File: src/design/ebls_pkg.sv
// Shared types, widths and register constants for the energy bucket load switcher.
`timescale 1ns / 1ps
package ebls_pkg;
	localparam int ENERGY_W   = 24;
	localparam int MASK_W     = 3;
	localparam int SETTLE_W   = 8;
	localparam int LEVEL_W    = ENERGY_W + 2;
	localparam int APB_ADDR_W = 5;
	localparam int APB_DATA_W = 32;
	localparam int REG_IDX_W  = 3;

	localparam logic [REG_IDX_W-1:0] REG_CAPACITY  = 3'd0;
	localparam logic [REG_IDX_W-1:0] REG_LOWER_DEF = 3'd1;
	localparam logic [REG_IDX_W-1:0] REG_UPPER_DEF = 3'd2;
	localparam logic [REG_IDX_W-1:0] REG_SETTLE    = 3'd3;
	localparam logic [REG_IDX_W-1:0] REG_ROT_EN    = 3'd4;

	localparam logic [ENERGY_W-1:0] CAPACITY_RST  = 24'd180000;
	localparam logic [ENERGY_W-1:0] LOWER_DEF_RST = 24'd90000;
	localparam logic [ENERGY_W-1:0] UPPER_DEF_RST = 24'd90000;
	localparam logic [SETTLE_W-1:0] SETTLE_RST    = 8'd3;
	localparam logic                ROT_EN_RST    = 1'b1;

	typedef struct packed {
		logic [ENERGY_W-1:0] capacity;
		logic [ENERGY_W-1:0] lower_def;
		logic [ENERGY_W-1:0] upper_def;
		logic [SETTLE_W-1:0] settle;
		logic                rot_en;
	} cfg_t;

	typedef struct packed {
		logic signed [ENERGY_W-1:0] energy_delta;
		logic                       rotate_priorities;
		logic                       diversion_off;
		logic [MASK_W-1:0]          override_mask;
	} item_t;

	typedef struct packed {
		logic [MASK_W-1:0]   load_on_mask;
		logic [MASK_W-1:0]   logical_on_mask;
		logic [ENERGY_W-1:0] energy_level;
		logic                switched;
	} res_t;
endpackage

File: src/design/ebls_if.sv
// Valid/ready channel interfaces for input items and result items.
`timescale 1ns / 1ps
interface ebls_item_if import ebls_pkg::*; ();
	logic                       valid;
	logic                       ready;
	logic signed [ENERGY_W-1:0] energy_delta;
	logic                       rotate_priorities;
	logic                       diversion_off;
	logic [MASK_W-1:0]          override_mask;

	modport source (output valid, energy_delta, rotate_priorities, diversion_off,
		override_mask, input ready);
	modport sink (input valid, energy_delta, rotate_priorities, diversion_off,
		override_mask, output ready);
endinterface

interface ebls_result_if import ebls_pkg::*; ();
	logic                valid;
	logic                ready;
	logic [MASK_W-1:0]   load_on_mask;
	logic [MASK_W-1:0]   logical_on_mask;
	logic [ENERGY_W-1:0] energy_level;
	logic                switched;

	modport source (output valid, load_on_mask, logical_on_mask, energy_level, switched,
		input ready);
	modport sink (input valid, load_on_mask, logical_on_mask, energy_level, switched,
		output ready);
endinterface

File: src/design/ebls_cfg.sv
// APB configuration register file for the energy bucket load switcher.
`timescale 1ns / 1ps
module ebls_cfg import ebls_pkg::*; (
	input  logic                  clk,
	input  logic                  arst_n,
	input  logic                  psel,
	input  logic                  penable,
	input  logic                  pwrite,
	input  logic [APB_ADDR_W-1:0] paddr,
	input  logic [APB_DATA_W-1:0] pwdata,
	output logic [APB_DATA_W-1:0] prdata,
	output logic                  pready,
	output cfg_t                  cfg
);
	cfg_t                 cfg_q;
	logic [REG_IDX_W-1:0] idx;
	logic                 wr_en;

	assign idx    = paddr[APB_ADDR_W-1:2];
	assign wr_en  = psel && penable && pwrite;
	assign pready = 1'b1;
	assign cfg    = cfg_q;

	always_ff @(posedge clk or negedge arst_n) begin
		if (!arst_n) begin
			cfg_q.capacity  <= CAPACITY_RST;
			cfg_q.lower_def <= LOWER_DEF_RST;
			cfg_q.upper_def <= UPPER_DEF_RST;
			cfg_q.settle    <= SETTLE_RST;
			cfg_q.rot_en    <= ROT_EN_RST;
		end else if (wr_en) begin
			unique case (idx)
				REG_CAPACITY:  cfg_q.capacity  <= pwdata[ENERGY_W-1:0];
				REG_LOWER_DEF: cfg_q.lower_def <= pwdata[ENERGY_W-1:0];
				REG_UPPER_DEF: cfg_q.upper_def <= pwdata[ENERGY_W-1:0];
				REG_SETTLE:    cfg_q.settle    <= pwdata[SETTLE_W-1:0];
				REG_ROT_EN:    cfg_q.rot_en    <= pwdata[0];
				default: ;
			endcase
		end
	end

	always_comb begin
		unique case (idx)
			REG_CAPACITY:  prdata = {{(APB_DATA_W-ENERGY_W){1'b0}}, cfg_q.capacity};
			REG_LOWER_DEF: prdata = {{(APB_DATA_W-ENERGY_W){1'b0}}, cfg_q.lower_def};
			REG_UPPER_DEF: prdata = {{(APB_DATA_W-ENERGY_W){1'b0}}, cfg_q.upper_def};
			REG_SETTLE:    prdata = {{(APB_DATA_W-SETTLE_W){1'b0}}, cfg_q.settle};
			REG_ROT_EN:    prdata = {{(APB_DATA_W-1){1'b0}}, cfg_q.rot_en};
			default:       prdata = '0;
		endcase
	end
endmodule

File: src/design/ebls_step.sv
// Bucket state, hysteresis decision, priority rotation and load mapping for one item.
`timescale 1ns / 1ps
module ebls_step import ebls_pkg::*; #(
	parameter int NUM_LOADS = 3
) (
	input  logic  clk,
	input  logic  arst_n,
	input  cfg_t  cfg,
	input  logic  fire,
	input  item_t item,
	output res_t  res
);
	localparam int LOAD_W = (NUM_LOADS > 1) ? $clog2(NUM_LOADS) : 1;
	localparam int POS_W  = $clog2(NUM_LOADS + 1);
	localparam logic [POS_W-1:0] POS_NONE = POS_W'(NUM_LOADS);

	logic [ENERGY_W-1:0] level_q;
	logic [ENERGY_W-1:0] lower_thr_q;
	logic [ENERGY_W-1:0] upper_thr_q;
	logic                recent_q;
	logic [SETTLE_W-1:0] since_q;
	logic [POS_W-1:0]    active_q;
	logic [LOAD_W-1:0]   order_q [NUM_LOADS];
	logic [NUM_LOADS-1:0] on_q;

	logic signed [LEVEL_W-1:0] level;
	logic signed [LEVEL_W-1:0] cap_x;
	logic signed [LEVEL_W:0]   level2;
	logic                      upper_half;
	logic [SETTLE_W-1:0]       since_inc;
	logic                      recent_now;
	logic [POS_W-1:0]          first_off;
	logic [POS_W-1:0]          last_on;
	logic                      found_off;
	logic                      found_on;
	logic                      ok;
	logic                      sw;
	logic [ENERGY_W-1:0]       lower_n;
	logic [ENERGY_W-1:0]       upper_n;
	logic                      recent_n;
	logic [SETTLE_W-1:0]       since_n;
	logic [POS_W-1:0]          active_n;
	logic [NUM_LOADS-1:0]      on_n;
	logic [NUM_LOADS-1:0]      on_r;
	logic [LOAD_W-1:0]         order_n [NUM_LOADS];
	logic [MASK_W-1:0]         phys;
	logic [MASK_W-1:0]         logm;
	logic [ENERGY_W-1:0]       level_clamp;

	assign level  = $signed({2'b00, level_q}) + $signed({{2{item.energy_delta[ENERGY_W-1]}},
		item.energy_delta});
	assign cap_x  = $signed({2'b00, cfg.capacity});
	assign level2 = {level, 1'b0};
	assign upper_half = level2 > $signed({3'b000, cfg.capacity});
	assign since_inc  = (since_q != {SETTLE_W{1'b1}}) ? since_q + 1'b1 : since_q;
	assign recent_now = recent_q && (since_inc < cfg.settle);
	assign found_off  = ~&on_q;
	assign found_on   = |on_q;

	always_comb begin
		first_off = POS_NONE;
		last_on   = POS_NONE;
		for (int i = NUM_LOADS - 1; i >= 0; i--) begin
			if (!on_q[i]) first_off = POS_W'(i);
		end
		for (int i = 0; i < NUM_LOADS; i++) begin
			if (on_q[i]) last_on = POS_W'(i);
		end
	end

	always_comb begin
		lower_n  = lower_thr_q;
		upper_n  = upper_thr_q;
		recent_n = recent_now;
		since_n  = since_inc;
		active_n = active_q;
		on_n     = on_q;
		ok       = 1'b0;
		sw       = 1'b0;
		if (upper_half) begin
			lower_n = cfg.lower_def;
			if ((level > $signed({2'b00, upper_thr_q})) && found_off) begin
				ok = 1'b1;
				if (recent_now) begin
					upper_n = (level > cap_x) ? cfg.capacity : level[ENERGY_W-1:0];
					ok      = (first_off == active_q);
				end
				if (ok) begin
					for (int i = 0; i < NUM_LOADS; i++) begin
						if (POS_W'(i) == first_off) on_n[i] = 1'b1;
					end
					active_n = first_off;
					since_n  = '0;
					recent_n = 1'b1;
					sw       = 1'b1;
				end
			end
		end else begin
			upper_n = cfg.upper_def;
			if ((level < $signed({2'b00, lower_thr_q})) && found_on) begin
				ok = 1'b1;
				if (recent_now) begin
					lower_n = level[LEVEL_W-1] ? '0 : level[ENERGY_W-1:0];
					ok      = (last_on == active_q);
				end
				if (ok) begin
					for (int i = 0; i < NUM_LOADS; i++) begin
						if (POS_W'(i) == last_on) on_n[i] = 1'b0;
					end
					active_n = last_on;
					since_n  = '0;
					recent_n = 1'b1;
					sw       = 1'b1;
				end
			end
		end
	end

	always_comb begin
		for (int i = 0; i < NUM_LOADS; i++) begin
			order_n[i] = order_q[i];
			on_r[i]    = on_n[i];
		end
		if (item.rotate_priorities && cfg.rot_en) begin
			order_n[0] = order_q[NUM_LOADS-1];
			on_r[0]    = on_n[NUM_LOADS-1];
			for (int i = 1; i < NUM_LOADS; i++) begin
				order_n[i] = order_q[i-1];
				on_r[i]    = on_n[i-1];
			end
		end
	end

	always_comb begin
		phys = '0;
		logm = '0;
		for (int i = 0; i < NUM_LOADS; i++) begin
			if (i < MASK_W) logm[i] = on_r[i];
			for (int k = 0; k < MASK_W; k++) begin
				if ((int'(order_n[i]) == k) && !item.diversion_off
					&& (item.override_mask[k] || on_r[i])) begin
					phys[k] = 1'b1;
				end
			end
		end
	end

	always_comb begin
		if (level > cap_x) level_clamp = cfg.capacity;
		else if (level[LEVEL_W-1]) level_clamp = '0;
		else level_clamp = level[ENERGY_W-1:0];
	end

	assign res.load_on_mask    = phys;
	assign res.logical_on_mask = logm;
	assign res.energy_level    = level_clamp;
	assign res.switched        = sw;

	always_ff @(posedge clk or negedge arst_n) begin
		if (!arst_n) begin
			level_q     <= '0;
			lower_thr_q <= LOWER_DEF_RST;
			upper_thr_q <= UPPER_DEF_RST;
			recent_q    <= 1'b0;
			since_q     <= '0;
			active_q    <= POS_NONE;
			on_q        <= '0;
			for (int i = 0; i < NUM_LOADS; i++) begin
				order_q[i] <= LOAD_W'(i);
			end
		end else if (fire) begin
			level_q     <= level_clamp;
			lower_thr_q <= lower_n;
			upper_thr_q <= upper_n;
			recent_q    <= recent_n;
			since_q     <= since_n;
			active_q    <= active_n;
			on_q        <= on_r;
			for (int i = 0; i < NUM_LOADS; i++) begin
				order_q[i] <= order_n[i];
			end
		end
	end
endmodule

File: src/design/energy_bucket_load_switcher_core.sv
// Energy bucket load switcher: top level with input register, step logic and result register.
// One transaction per mains cycle: an item enters an input register, the bucket add,
// threshold compares and priority encoders settle the state and the result, and the
// result waits in an output register. The block takes one item every cycle while the
// result output is not stalled, set by the state update loop through the bucket
// adder, the hysteresis compare and the on/off priority encoders. Configuration
// goes through the APB port at byte address 4*index and should be written while idle.
`timescale 1ns / 1ps
module energy_bucket_load_switcher_core import ebls_pkg::*; #(
	parameter int NUM_LOADS = 3
) (
	input  logic                  clk,
	input  logic                  arst_n,
	ebls_item_if.sink             item,
	ebls_result_if.source         result,
	input  logic                  psel,
	input  logic                  penable,
	input  logic                  pwrite,
	input  logic [APB_ADDR_W-1:0] paddr,
	input  logic [APB_DATA_W-1:0] pwdata,
	output logic [APB_DATA_W-1:0] prdata,
	output logic                  pready
);
	cfg_t  cfg;
	item_t item_s1;
	logic  valid_s1;
	res_t  res_next;
	res_t  res_q;
	logic  res_valid_q;
	logic  advance;
	logic  take;

	ebls_cfg u_cfg (
		.clk     (clk),
		.arst_n  (arst_n),
		.psel    (psel),
		.penable (penable),
		.pwrite  (pwrite),
		.paddr   (paddr),
		.pwdata  (pwdata),
		.prdata  (prdata),
		.pready  (pready),
		.cfg     (cfg)
	);

	ebls_step #(.NUM_LOADS(NUM_LOADS)) u_step (
		.clk    (clk),
		.arst_n (arst_n),
		.cfg    (cfg),
		.fire   (advance),
		.item   (item_s1),
		.res    (res_next)
	);

	assign advance    = valid_s1 && (!res_valid_q || result.ready);
	assign item.ready = !valid_s1 || advance;
	assign take       = item.valid && item.ready;

	always_ff @(posedge clk or negedge arst_n) begin
		if (!arst_n) begin
			valid_s1 <= 1'b0;
		end else if (take) begin
			valid_s1 <= 1'b1;
		end else if (advance) begin
			valid_s1 <= 1'b0;
		end
	end

	always_ff @(posedge clk) begin
		if (take) begin
			item_s1.energy_delta      <= item.energy_delta;
			item_s1.rotate_priorities <= item.rotate_priorities;
			item_s1.diversion_off     <= item.diversion_off;
			item_s1.override_mask     <= item.override_mask;
		end
	end

	always_ff @(posedge clk or negedge arst_n) begin
		if (!arst_n) begin
			res_valid_q <= 1'b0;
		end else if (advance) begin
			res_valid_q <= 1'b1;
		end else if (result.ready) begin
			res_valid_q <= 1'b0;
		end
	end

	always_ff @(posedge clk) begin
		if (advance) res_q <= res_next;
	end

	assign result.valid           = res_valid_q;
	assign result.load_on_mask    = res_q.load_on_mask;
	assign result.logical_on_mask = res_q.logical_on_mask;
	assign result.energy_level    = res_q.energy_level;
	assign result.switched        = res_q.switched;
endmodule
File: src/flat_wrapper.sv
// flat-port wrapper written by rule: the top's interface ports become plain ports
module energy_bucket_load_switcher_core_flat import ebls_pkg::*;
#(
	parameter int NUM_LOADS = 3
)
  (clk, arst_n, psel, penable, pwrite, paddr, pwdata, prdata, pready, item_valid, item_energy_delta, item_rotate_priorities, item_diversion_off, item_override_mask, item_ready, result_valid, result_load_on_mask, result_logical_on_mask, result_energy_level, result_switched, result_ready);
  ebls_item_if item_i ();
  ebls_result_if result_i ();
  input  logic clk;
  input  logic arst_n;
  input  logic psel;
  input  logic penable;
  input  logic pwrite;
  input  logic [APB_ADDR_W-1:0] paddr;
  input  logic [APB_DATA_W-1:0] pwdata;
  output logic [APB_DATA_W-1:0] prdata;
  output logic pready;
  input wire logic [$bits(item_i.valid)-1:0] item_valid;
  input wire logic [$bits(item_i.energy_delta)-1:0] item_energy_delta;
  input wire logic [$bits(item_i.rotate_priorities)-1:0] item_rotate_priorities;
  input wire logic [$bits(item_i.diversion_off)-1:0] item_diversion_off;
  input wire logic [$bits(item_i.override_mask)-1:0] item_override_mask;
  output wire logic [$bits(item_i.ready)-1:0] item_ready;
  output wire logic [$bits(result_i.valid)-1:0] result_valid;
  output wire logic [$bits(result_i.load_on_mask)-1:0] result_load_on_mask;
  output wire logic [$bits(result_i.logical_on_mask)-1:0] result_logical_on_mask;
  output wire logic [$bits(result_i.energy_level)-1:0] result_energy_level;
  output wire logic [$bits(result_i.switched)-1:0] result_switched;
  input wire logic [$bits(result_i.ready)-1:0] result_ready;
  assign item_i.valid = item_valid;
  assign item_i.energy_delta = item_energy_delta;
  assign item_i.rotate_priorities = item_rotate_priorities;
  assign item_i.diversion_off = item_diversion_off;
  assign item_i.override_mask = item_override_mask;
  assign item_ready = item_i.ready;
  assign result_valid = result_i.valid;
  assign result_load_on_mask = result_i.load_on_mask;
  assign result_logical_on_mask = result_i.logical_on_mask;
  assign result_energy_level = result_i.energy_level;
  assign result_switched = result_i.switched;
  assign result_i.ready = result_ready;
  energy_bucket_load_switcher_core #(.NUM_LOADS(NUM_LOADS)) u_core (.clk(clk), .arst_n(arst_n), .item(item_i), .result(result_i), .psel(psel), .penable(penable), .pwrite(pwrite), .paddr(paddr), .pwdata(pwdata), .prdata(prdata), .pready(pready));
endmodule
File: config.mk
export PLATFORM = sky130hd
export DESIGN_NAME = energy_bucket_load_switcher_core_flat
export DESIGN_NICKNAME = d
export VERILOG_FILES = /design/src/design/ebls_pkg.sv /design/src/design/ebls_if.sv /design/src/design/ebls_cfg.sv /design/src/design/ebls_step.sv /design/src/design/energy_bucket_load_switcher_core.sv /design/src/flat_wrapper.sv
export SDC_FILE = /design/constraint.sdc
export NUM_CORES = 1
export LEC_CHECK = 0
export ABC_AREA = 1
export BUFFER_PORTS_ARGS = -buffer_cell sky130_fd_sc_hd__buf_2
export CORE_ASPECT_RATIO = 0.8
export CORE_UTILIZATION = 65
export CTS_BUF_LIST = sky130_fd_sc_hd__clkbuf_8 sky130_fd_sc_hd__clkbuf_16
export CTS_CLUSTER_DIAMETER = 80
export CTS_CLUSTER_SIZE = 24
export DETAILED_ROUTE_END_ITERATION = 6
export GPL_TIMING_DRIVEN = 0
export PLACE_DENSITY = 0.86
export SLEW_MARGIN = 20
export SYNTH_ARGS = -nofsm -noshare
export SYNTH_HDL_FRONTEND = slang
export SYNTH_SLANG_ARGS = --single-unit
File: constraint.sdc
create_clock -name clk -period 7.63 [get_ports clk]
set_clock_uncertainty 0.15 [all_clocks]
set_input_delay 1.526 -clock clk [delete_from_list [all_inputs] [get_ports clk]]
set_output_delay 1.526 -clock clk [all_outputs]
set_load 0.02 [all_outputs]
# Word level (Yosys, flattened, before mapping)
# Cells that the tools add are included.
# op_classes
muxes	63
n_lt_le_gt_ge	5
addsub	2
n_eq_ne	20
reduce_logical	65
# op_table
op	n
$mux 24	9
$pmux 24 s5	1
$gt 26x25->1	2
$mux 8	6
$mux 1	30
$gt 27x25->1	1
$add 25x24->26	1
$logic_and 1x1->1	26
$lt 26x25->1	1
$mux 2	10
$mux 3	6
$eq 2x2->1 const B	6
$logic_or 1x1->1	11
$logic_not 2->1	5
$reduce_and 2->1	5
$reduce_bool 2->1	5
$reduce_and 3->1	3
$add 8x1->8 const B	1
$lt 8x8->1	1
$ne 8x8->1 const B	1
$eq 3x2->1 const B	2
$mux 6	1
$ne 2x1->1 const B	3
$reduce_or 2->1	3
9 further kinds	15
# totals
out_inout_bits	66
wordCells	182
input_bits	73
reg_bits	235

# Longest topological paths before layout
# Gate-level depths: netlist (run 1).
# depth
ltp_word	14
ltp_mapped	33
mapped_depth_nobuf	32

# Modules after synthesis
# Synthesis (run 1) repeated with hierarchy kept, for this count alone.
# hier_totals
cells_unflattened	1839
hier_area_um2	14750.4
# modules_own_cells
module	seq_area_each_um2	instances	area_each_um2	cells_per_inst
ebls_step	2329.7	1	9073.7	1317
ebls_cfg	2064.5	1	3779.9	450
energy_bucket_load_switcher_core	1851.8	1	1896.8	72

# Worst setup path after synthesis (run 1)
# OpenSTA, ideal clock, no wires.
# synth_timing
path_kind	input to output
start	input port paddr[4]
end	output port prdata[10]
t_arrival_ps	2964
n_path_buf	1
required_time_ps	5954
stages	4
path_slack_ps	2990
cell_sequence	clkbuf_1 -> nor3_1 -> clkinv_1 -> o221ai_1
# synth_via
elab_chain_cells	2
elab_cells_between_ends	6
cone_classes	eq/ne: 4; mux: 1; reduce/logical: 1
# synth_rtl
element	line	text
from (decl)	flat_wrapper.sv:14	input logic [APB_ADDR_W-1:0] paddr;
$eq 3x3->1 (tied with other cells)	ebls_cfg.sv:44	unique case (idx)
$pmux 24 s5 *	ebls_cfg.sv:44	
to (decl)	flat_wrapper.sv:16	output logic [APB_DATA_W-1:0] prdata;
# Every way passes the cells marked *; elsewhere a longest branch is shown, timed or not.

==> out/qor.yml, run 1 <==
status: "finished, final reports clean"
clockRootBuffer: "clkbuf_16"
holdWs_ns: 0.341
critPathLaunch: "u_core.item_s1[5]$_DFFE_PP_"
finalCritPeriodShare_pct: 80.7
syn_area_mm2: 0.0146
period_minus_slack_ns: 6.16
final_common_cell: "nand2_1"
synth_seq_cells: 235
max_slew.worst_pin.slew_ns: 1.12
place_congestion: 1.03
drc: 0
grt_pass1_wl_um: 67200
grt_pass1_vias: 12600
areaGrowthSynthToFinish_pct: 10.2
ant_nets: 0
endpoint_kind: "flip-flop"
num_rows: 48
wirelength_um: 43100
setup_viol_count_final: 0
rsz0062_at_grt: "false"
ys_seq_area_share_pct: 42.8
yosys_warnings: 0
async_flop_share_pct: 74.5
io_buffers: 118
p_sw_share_pct: 49.7
grt.met2_usage_pct: 58.6
start_util_pct: 67.0
intPower_mw: 3.53
worstPathArrival_ns: 6.18
grt_util_met3_pct: 7.13
crit_type: "flip-flop to flip-flop"
pre_cts_ws_ns: 1.66
post_cts_buffers: 0
dr.pass1.iters: 6
drt-wirelength-per-cell_um: 19.2
cp_max_fo: 10
gr-max-usage-layer: "met2"
multi_input_area_mm2: 0.00717
synth_edf_count: 60
cp_slowest_cell: "xor2_1"
h-tree-depth: 1
nets: 2136
power_switching_mw: 3.48
die-height_um: 136
chipWidth_um: 170
synth_top_area_cell: "dfrtp_1"
ctsResizeCount: 0
numCtsBuffers: 14
final_cell_mix: "488 x nand2_1, 219 x inv_1, 183 x o21ai_0, 127 x buf_2, 127 x ha_1"
use_met1_pct: 53.2
antenna_found_initial: 0
hold_buffers: 0
register_area_mm2: 0.00625
routed_via_density: 5.96
n_antenna_cell: 0
slew_headroom_pct: 24.7
critPathRequiredTime_ns: 7.66
finalHoldViolCount: 0
clock-sinks: 235
synthCells: 1792
clkLatencyLatePin_ns: 0.50
clk_transition_reported_paths_ns: 0.09
coreArea_mm2: 0.0218
crit-reg2reg-launch: "u_core.item_s1[5]$_DFFE_PP_"
ir_worst_vdd_v: 0.000290
grt.total_usage_pct: 38.0
clock_tree.buffer_depth: 3
fill_cells: 1705
max_freq_ghz: 0.162
die-area_mm2: 0.0231
ios: 139
cp-start-kind: "flip-flop"
seq_power_share_pct: 27.5
hp-start: "u_core.u_cfg.cfg[46]$_DFFE_PN0P_"
overflow: 0
grt_max_degree: 101
leakagePower_nw: 7.76
synth.distinct_cells: 51
setup_slack_ns: 1.47
crit_chain: "ha_1, fa_1, nand3_1, nand2_1, nand2_1, nand2_2, a21oi_1, o21bai_1, a21oi_1, o21ai_0, a21oi_1, xor2_1, inv_1, ha_1, nand2_1, nor2_1, nand4_1, nand2_1, nand2_1, nand2_1, inv_1, buf_4, nand2_1, o21ai_0"
pwr-share-comb_pct: 60.9
syn_avg_cell_area_um2: 8.15
crit_top_cell: "nand2_1"
slew_violations: 0
drt-initial-drc-count: 1856
cts_tree: "yes"
synth_top_area_share_pct: 21.1
route.vias.total: 13400
layout-drive-gt1-share_pct: 15.3
p_per_area_mw_per_mm2: 436
max_cap_viol_count: 0
crit_path_max_incr_delay_ns: 0.49
fin_setup_tns_ns: 0
hold_class: "flip-flop to flip-flop"
dpl.hpwl_um: 33100
synthFlopType: "dfrtp_1"
power_frac_clock_pct: 11.6
yosys-top-cells-area: "dfrtp_1 21%, nand2_1 13%, edfxtp_1 12%, ha_1 11%, dfstp_2 9.4%"
-- routing by layer --
metal | share of wire [%] | wire, um | vias up
met1 | 42 | 18200 | 6239
met5 | 0 | 0 | -
met4 | 3.8 | 1660 | 0
met3 | 10 | 4350 | 123
met2 | 44 | 19000 | 781
li1 | - | - | 6220
-- cells in the mapped netlist, types with 15 or more instances --
| cell type | number |
|---|---|
| o211ai_1 | 15 |
| xor2_1 | 16 |
| o21ai_2 | 15 |
| clkbuf_1 | 35 |
| o21ai_1 | 16 |
| nor2_1 | 69 |
| dfrtp_1 | 123 |
| ha_1 | 127 |
| nand3_2 | 18 |
| o21ai_0 | 183 |
| nor3_1 | 16 |
| or2_2 | 19 |
| nand3_1 | 116 |
| inv_1 | 216 |
| nand2_1 | 488 |
| edfxtp_1 | 60 |
| a21oi_1 | 65 |
| dfstp_2 | 52 |
-- flip-flops by register name (all words and copies together) (netlist names), 2 cells and up --
name and count:
u_core.u_step.active_q 2, u_core.u_step.on_q 3, u_core.result.load_on_mask 3, u_core.result.energy_level 24, u_core.u_cfg.cfg 81, u_core.u_step.since_q 8, u_core.item_s1 29, u_core.result.logical_on_mask 3
u_core.u_step.level_q 24, u_core.u_step.order_q 6, u_core.u_step.upper_thr_q 24, u_core.u_step.lower_thr_q 24
-- final timing paths --
check	end	slack, ns	depth (start not counted)
worst max register to register	u_core.result.energy_level[20]$_DFFE_PP_	1.47	24
worst min-delay path	u_core.u_cfg.cfg[46]$_DFFE_PN0P_	0.34	2
worst min register to register	u_core.u_cfg.cfg[46]$_DFFE_PN0P_	0.34	2
worst max-delay path	u_core.result.energy_level[20]$_DFFE_PP_	1.47	24
min in group asynchronous	u_core.u_cfg.cfg[48]$_DFFE_PN0P_	0.85	1
max in group asynchronous	u_core.u_step.active_q[1]$_DFFE_PN1P_	5.55	2
-- cell type report --
type	count	share of cell area, %
Buffer	71	2.37
Clock buffer	15	2.33
Clock inverter	9	0.350
Inverter	222	5.18
Multi-Input combinational cell	1271	44.6
Sequential cell	235	38.8
Tap cell	300	2.33
Timing Repair Buffer	120	4.03
-- power by group through the flow --
stage	Sequential (mW)	Combinational, mW	Clock (mW)
2_1_floorplan	1.95	2.89	0
3_3_place_gp	1.93	3.93	0
3_5_place_dp	1.94	4.11	0
4_1_cts	1.92	4.15	0.812
5_1_grt	1.96	4.75	0.857
6_report	1.93	4.27	0.813
-- through the flow --
stage	cell area [um^2]	total power [mW]	utilization [%]	std cells
finish	16100	7.01	73.8	2243
global route	16100	7.57	73.8	2243
CTS	16100	6.89	73.8	2243
detailed placement	15700	6.05	71.8	2219
global placement	15600	5.86	71.5	2217
floorplan	14600	4.84	-	1799
-- logic make-up after synthesis --
logic type,after synthesis,share of synthesized area [%]
AOI/OAI and AO/OA,349,13.8
xor gates and xnor gates,27,1.67
adders and majority gates,128,11.0
buffers and inverters,293,8.30
DFF,235,42.8
other,2,0.0514
and+or+nand+nor,758,22.4
-- worst max-delay path, delay by kind of cell (launching register included) --
kind | cells | cell delay [ns]
xor+xnor | 1 | 0.49
buf+inv | 3 | 0.66
simple gates | 11 | 1.86
fa+ha+maj | 3 | 1.07
flops | 1 | 0.41
compound gates | 6 | 1.20
Note: power is estimated with default switching activity, not from simulation.
==> inputs of run 2 (changes only) <==
--- a/config.mk
+++ b/config.mk
@@ -8,13 +8,13 @@
 export ABC_AREA = 1
 export BUFFER_PORTS_ARGS = -buffer_cell sky130_fd_sc_hd__buf_2
 export CORE_ASPECT_RATIO = 0.8
-export CORE_UTILIZATION = 65
+export CORE_UTILIZATION = 61
 export CTS_BUF_LIST = sky130_fd_sc_hd__clkbuf_8 sky130_fd_sc_hd__clkbuf_16
 export CTS_CLUSTER_DIAMETER = 80
 export CTS_CLUSTER_SIZE = 24
 export DETAILED_ROUTE_END_ITERATION = 6
 export GPL_TIMING_DRIVEN = 0
-export PLACE_DENSITY = 0.86
+export PLACE_DENSITY = 0.82
 export SLEW_MARGIN = 20
 export SYNTH_ARGS = -nofsm -noshare
 export SYNTH_HDL_FRONTEND = slang
==> constraint.sdc (replaced) <==
create_clock -name clk -period 5.7 [get_ports clk]
set_clock_uncertainty 0.15 [all_clocks]
set_input_delay 1.14 -clock clk [delete_from_list [all_inputs] [get_ports clk]]
set_output_delay 1.14 -clock clk [all_outputs]
set_load 0.02 [all_outputs]
==> run 2 against run 1 <==
Effect of this change:
- critical path depth fell by 1
- clock power rose by 41%
- combinational power rose by 36%
- largest power group unchanged
==> out/qor.yml, run 2 (synthesis results as in run 1) <==
grt_pass1_wl_um: 69100  # +2.8%
clkLatencyLatePin_ns: 0.52  # +0.02 ns
drt-wirelength-per-cell_um: 19.9  # +3.3%
post_cts_buffers: 0  # unchanged
hold_class: "flip-flop to flip-flop"
setup_slack_ns: 0.263  # -1.21 ns
place_congestion: 0.987  # -4.5%
slew_violations: 0  # unchanged
power_switching_mw: 4.73  # +36%
cp-start-kind: "flip-flop"
max_freq_ghz: 0.184  # +13%
crit_top_cell: "nand2_1"
placedCellCount: 2231  # +0.54%
crit_path_max_incr_delay_ns: 0.55  # +0.06 ns
critPathRequiredTime_ns: 5.76  # -1.90 ns
cp_slowest_cell: "xor2_1"
intPower_mw: 4.77  # +35%
dr.pass1.iters: 6  # unchanged
clock-sinks: 235  # unchanged
nets: 2136  # unchanged
cts_tree: "yes"
antenna_found_initial: 0  # unchanged
overflow: 0  # unchanged
die-height_um: 140  # +3.2%
dpl.hpwl_um: 34200  # +3.3%
wirelength_um: 44800  # +3.9%
fin_util_pct: 68.9  # -4.9 points
ios: 139  # unchanged
register_area_mm2: 0.00625  # unchanged
start_util_pct: 62.2  # -4.7 points
p_total_mw: 9.51  # +36%
numCtsBuffers: 14  # unchanged
die-area_mm2: 0.0246  # +6.5%
power_frac_clock_pct: 12.1  # +0.5 points
chipWidth_um: 175  # +3.2%
finalHoldViolCount: 0  # unchanged
layout-drive-gt1-share_pct: 15.7  # +0.41 points
endpoint_kind: "flip-flop"
p_sw_share_pct: 49.8  # +0.10 points
fill_cells: 1948  # +14%
ir_worst_vdd_v: 0.000400  # +38%
grt_pass1_vias: 12600  # -0.59%
layout.cells.non_filler: 2255  # +0.53%
multi_input_area_mm2: 0.00720  # +0.51%
clk_transition_reported_paths_ns: 0.10  # about the same
final_cell_mix: "485 x nand2_1, 219 x inv_1, 183 x o21ai_0, 127 x ha_1, 126 x buf_2"
pwr-share-comb_pct: 60.9  # about the same
route.vias.total: 13400  # +0.43%
num_rows: 50  # +4.2%
drc: 0  # unchanged
seq_power_share_pct: 27.0  # -0.5 points
max_cap_viol_count: 0  # unchanged
crit_chain: "ha_1, nand2_1, nor2_1, nand3_1, nand3_2, a21oi_1, o21ai_0, nand2_1, nand2_1, xor2_1, ha_1, a21oi_1, nor2_1, a211o_1, a21oi_1, o21ai_0, nand2_2, nand2_4, nand2_4, inv_2, buf_4, nand2_1, o21ai_0"
max_slew.worst_pin.slew_ns: 1.12  # +0.00349 ns
grt_max_degree: 90  # -11%
period_minus_slack_ns: 5.44  # -0.720 ns
coreArea_mm2: 0.0235  # +7.6%
fin_setup_tns_ns: 0  # unchanged
rsz0062_at_grt: "false"
leakagePower_nw: 7.80  # +0.43%
p_per_area_mw_per_mm2: 588  # +35%
cp_max_fo: 10  # unchanged
finalCritPeriodShare_pct: 95.4  # +15 points
h-tree-depth: 1  # unchanged
setup_viol_count_final: 0  # unchanged
status: "finished, final reports clean"
hold_buffers: 0  # unchanged
final_common_cell: "nand2_1"
routed_via_density: 5.95  # -0.11%
largest_reg_flops: 81  # unchanged
io_buffers: 118  # unchanged
crit_type: "flip-flop to flip-flop"
top_layer: "met4"
n_antenna_cell: 0  # unchanged
areaGrowthSynthToFinish_pct: 10.7
pre_cts_ws_ns: -0.222  # -1.88 ns
m1WireLength_um: 18700  # +3.0%
worstPathArrival_ns: 5.50  # -0.68 ns
wl_met2_um: 19300  # +1.9%
clockRootBuffer: "clkbuf_16"
ant_nets: 0  # unchanged
met3WireLength_um: 4780  # +9.9%
grt.total_usage_pct: 36.7  # -1.3 points
slew_headroom_pct: 24.5  # -0.23 points
drt-initial-drc-count: 1583  # -15%
clock_tree.buffer_depth: 3  # unchanged
[run 2: changes by cell type in the layout (fill, tap and decap cells not counted), sizes merged]
cell / delta
inv: +1
buf: -1
clkbuf: +1
clkinv: -1
clkinvlp: -1
bufinv: +1
[run 2: area by class of cell]
type | instances | share of cell area [%]
clock buffers | 15 | 2.32
repair buffers | 120 | 4.01
well taps | 312 | 2.42
inverters | 222 | 5.16
plain buffers | 71 | 2.38
multi-input cells | 1271 | 44.6
flip-flops and latches | 235 | 38.7
clock inverters | 9 | 0.472
[run 2: worst max-delay path: cells and delay by family (launching register included)]
family / cells / cell delay, ns
adders and majority gates: 2 / 0.77
xor gates and xnor gates: 1 / 0.55
DFF: 1 / 0.45
and+or+nand+nor: 11 / 1.51
buffers and inverters: 2 / 0.32
AOI/OAI and AO/OA: 7 / 1.38
[run 2: power by group through the flow]
stage	clock network [mW]	logic, mW	registers, mW
after floorplan	0	3.87	2.61
after global placement	0	5.36	2.57
after detailed placement	0	5.57	2.59
after CTS	1.15	5.62	2.56
after global routing	1.20	6.40	2.61
final	1.15	5.79	2.57
[run 2: timing repair]
item | in CTS | in global routing
resized for setup | 3 | 11
gates cloned | 0 | 0
setup endpoints to repair | 51 | 94
pin swaps | 0 | 1
[run 2: routing by layer]
metal  vias to the layer above  global-route usage [%]
met2                       791                    55.8
met5                         -                       0
met1                      6272                    52.4
met3                       134                    6.27
met4                         0                    14.5
li1                       6223                       -
[run 2: final timing paths]
check	startpoint	end	slack, ns	depth (start not counted)
max reg2reg	u_core.item_s1[9]$_DFFE_PP_	u_core.result.energy_level[12]$_DFFE_PP_	0.26	23
min in group asynchronous	arst_n	u_core.u_cfg.cfg[71]$_DFFE_PN0P_	0.48	1
max	u_core.item_s1[9]$_DFFE_PP_	u_core.result.energy_level[12]$_DFFE_PP_	0.26	23
min	u_core.u_step.level_q[21]$_DFFE_PN0P_	u_core.u_step.level_q[21]$_DFFE_PN0P_	0.35	2
min reg2reg	u_core.u_step.level_q[21]$_DFFE_PN0P_	u_core.u_step.level_q[21]$_DFFE_PN0P_	0.35	2
max in group asynchronous	arst_n	u_core.u_cfg.cfg[2]$_DFFE_PN1P_	3.95	2
[run 2: stage by stage]
step / cell area [um^2] / hold WS (ns)
after global placement: 15600 / 0.318
after detailed placement: 15700 / 0.324
after global routing: 16200 / 0.369
final: 16200 / 0.346
after floorplan: 14600 / 0.303
after CTS: 16100 / 0.347
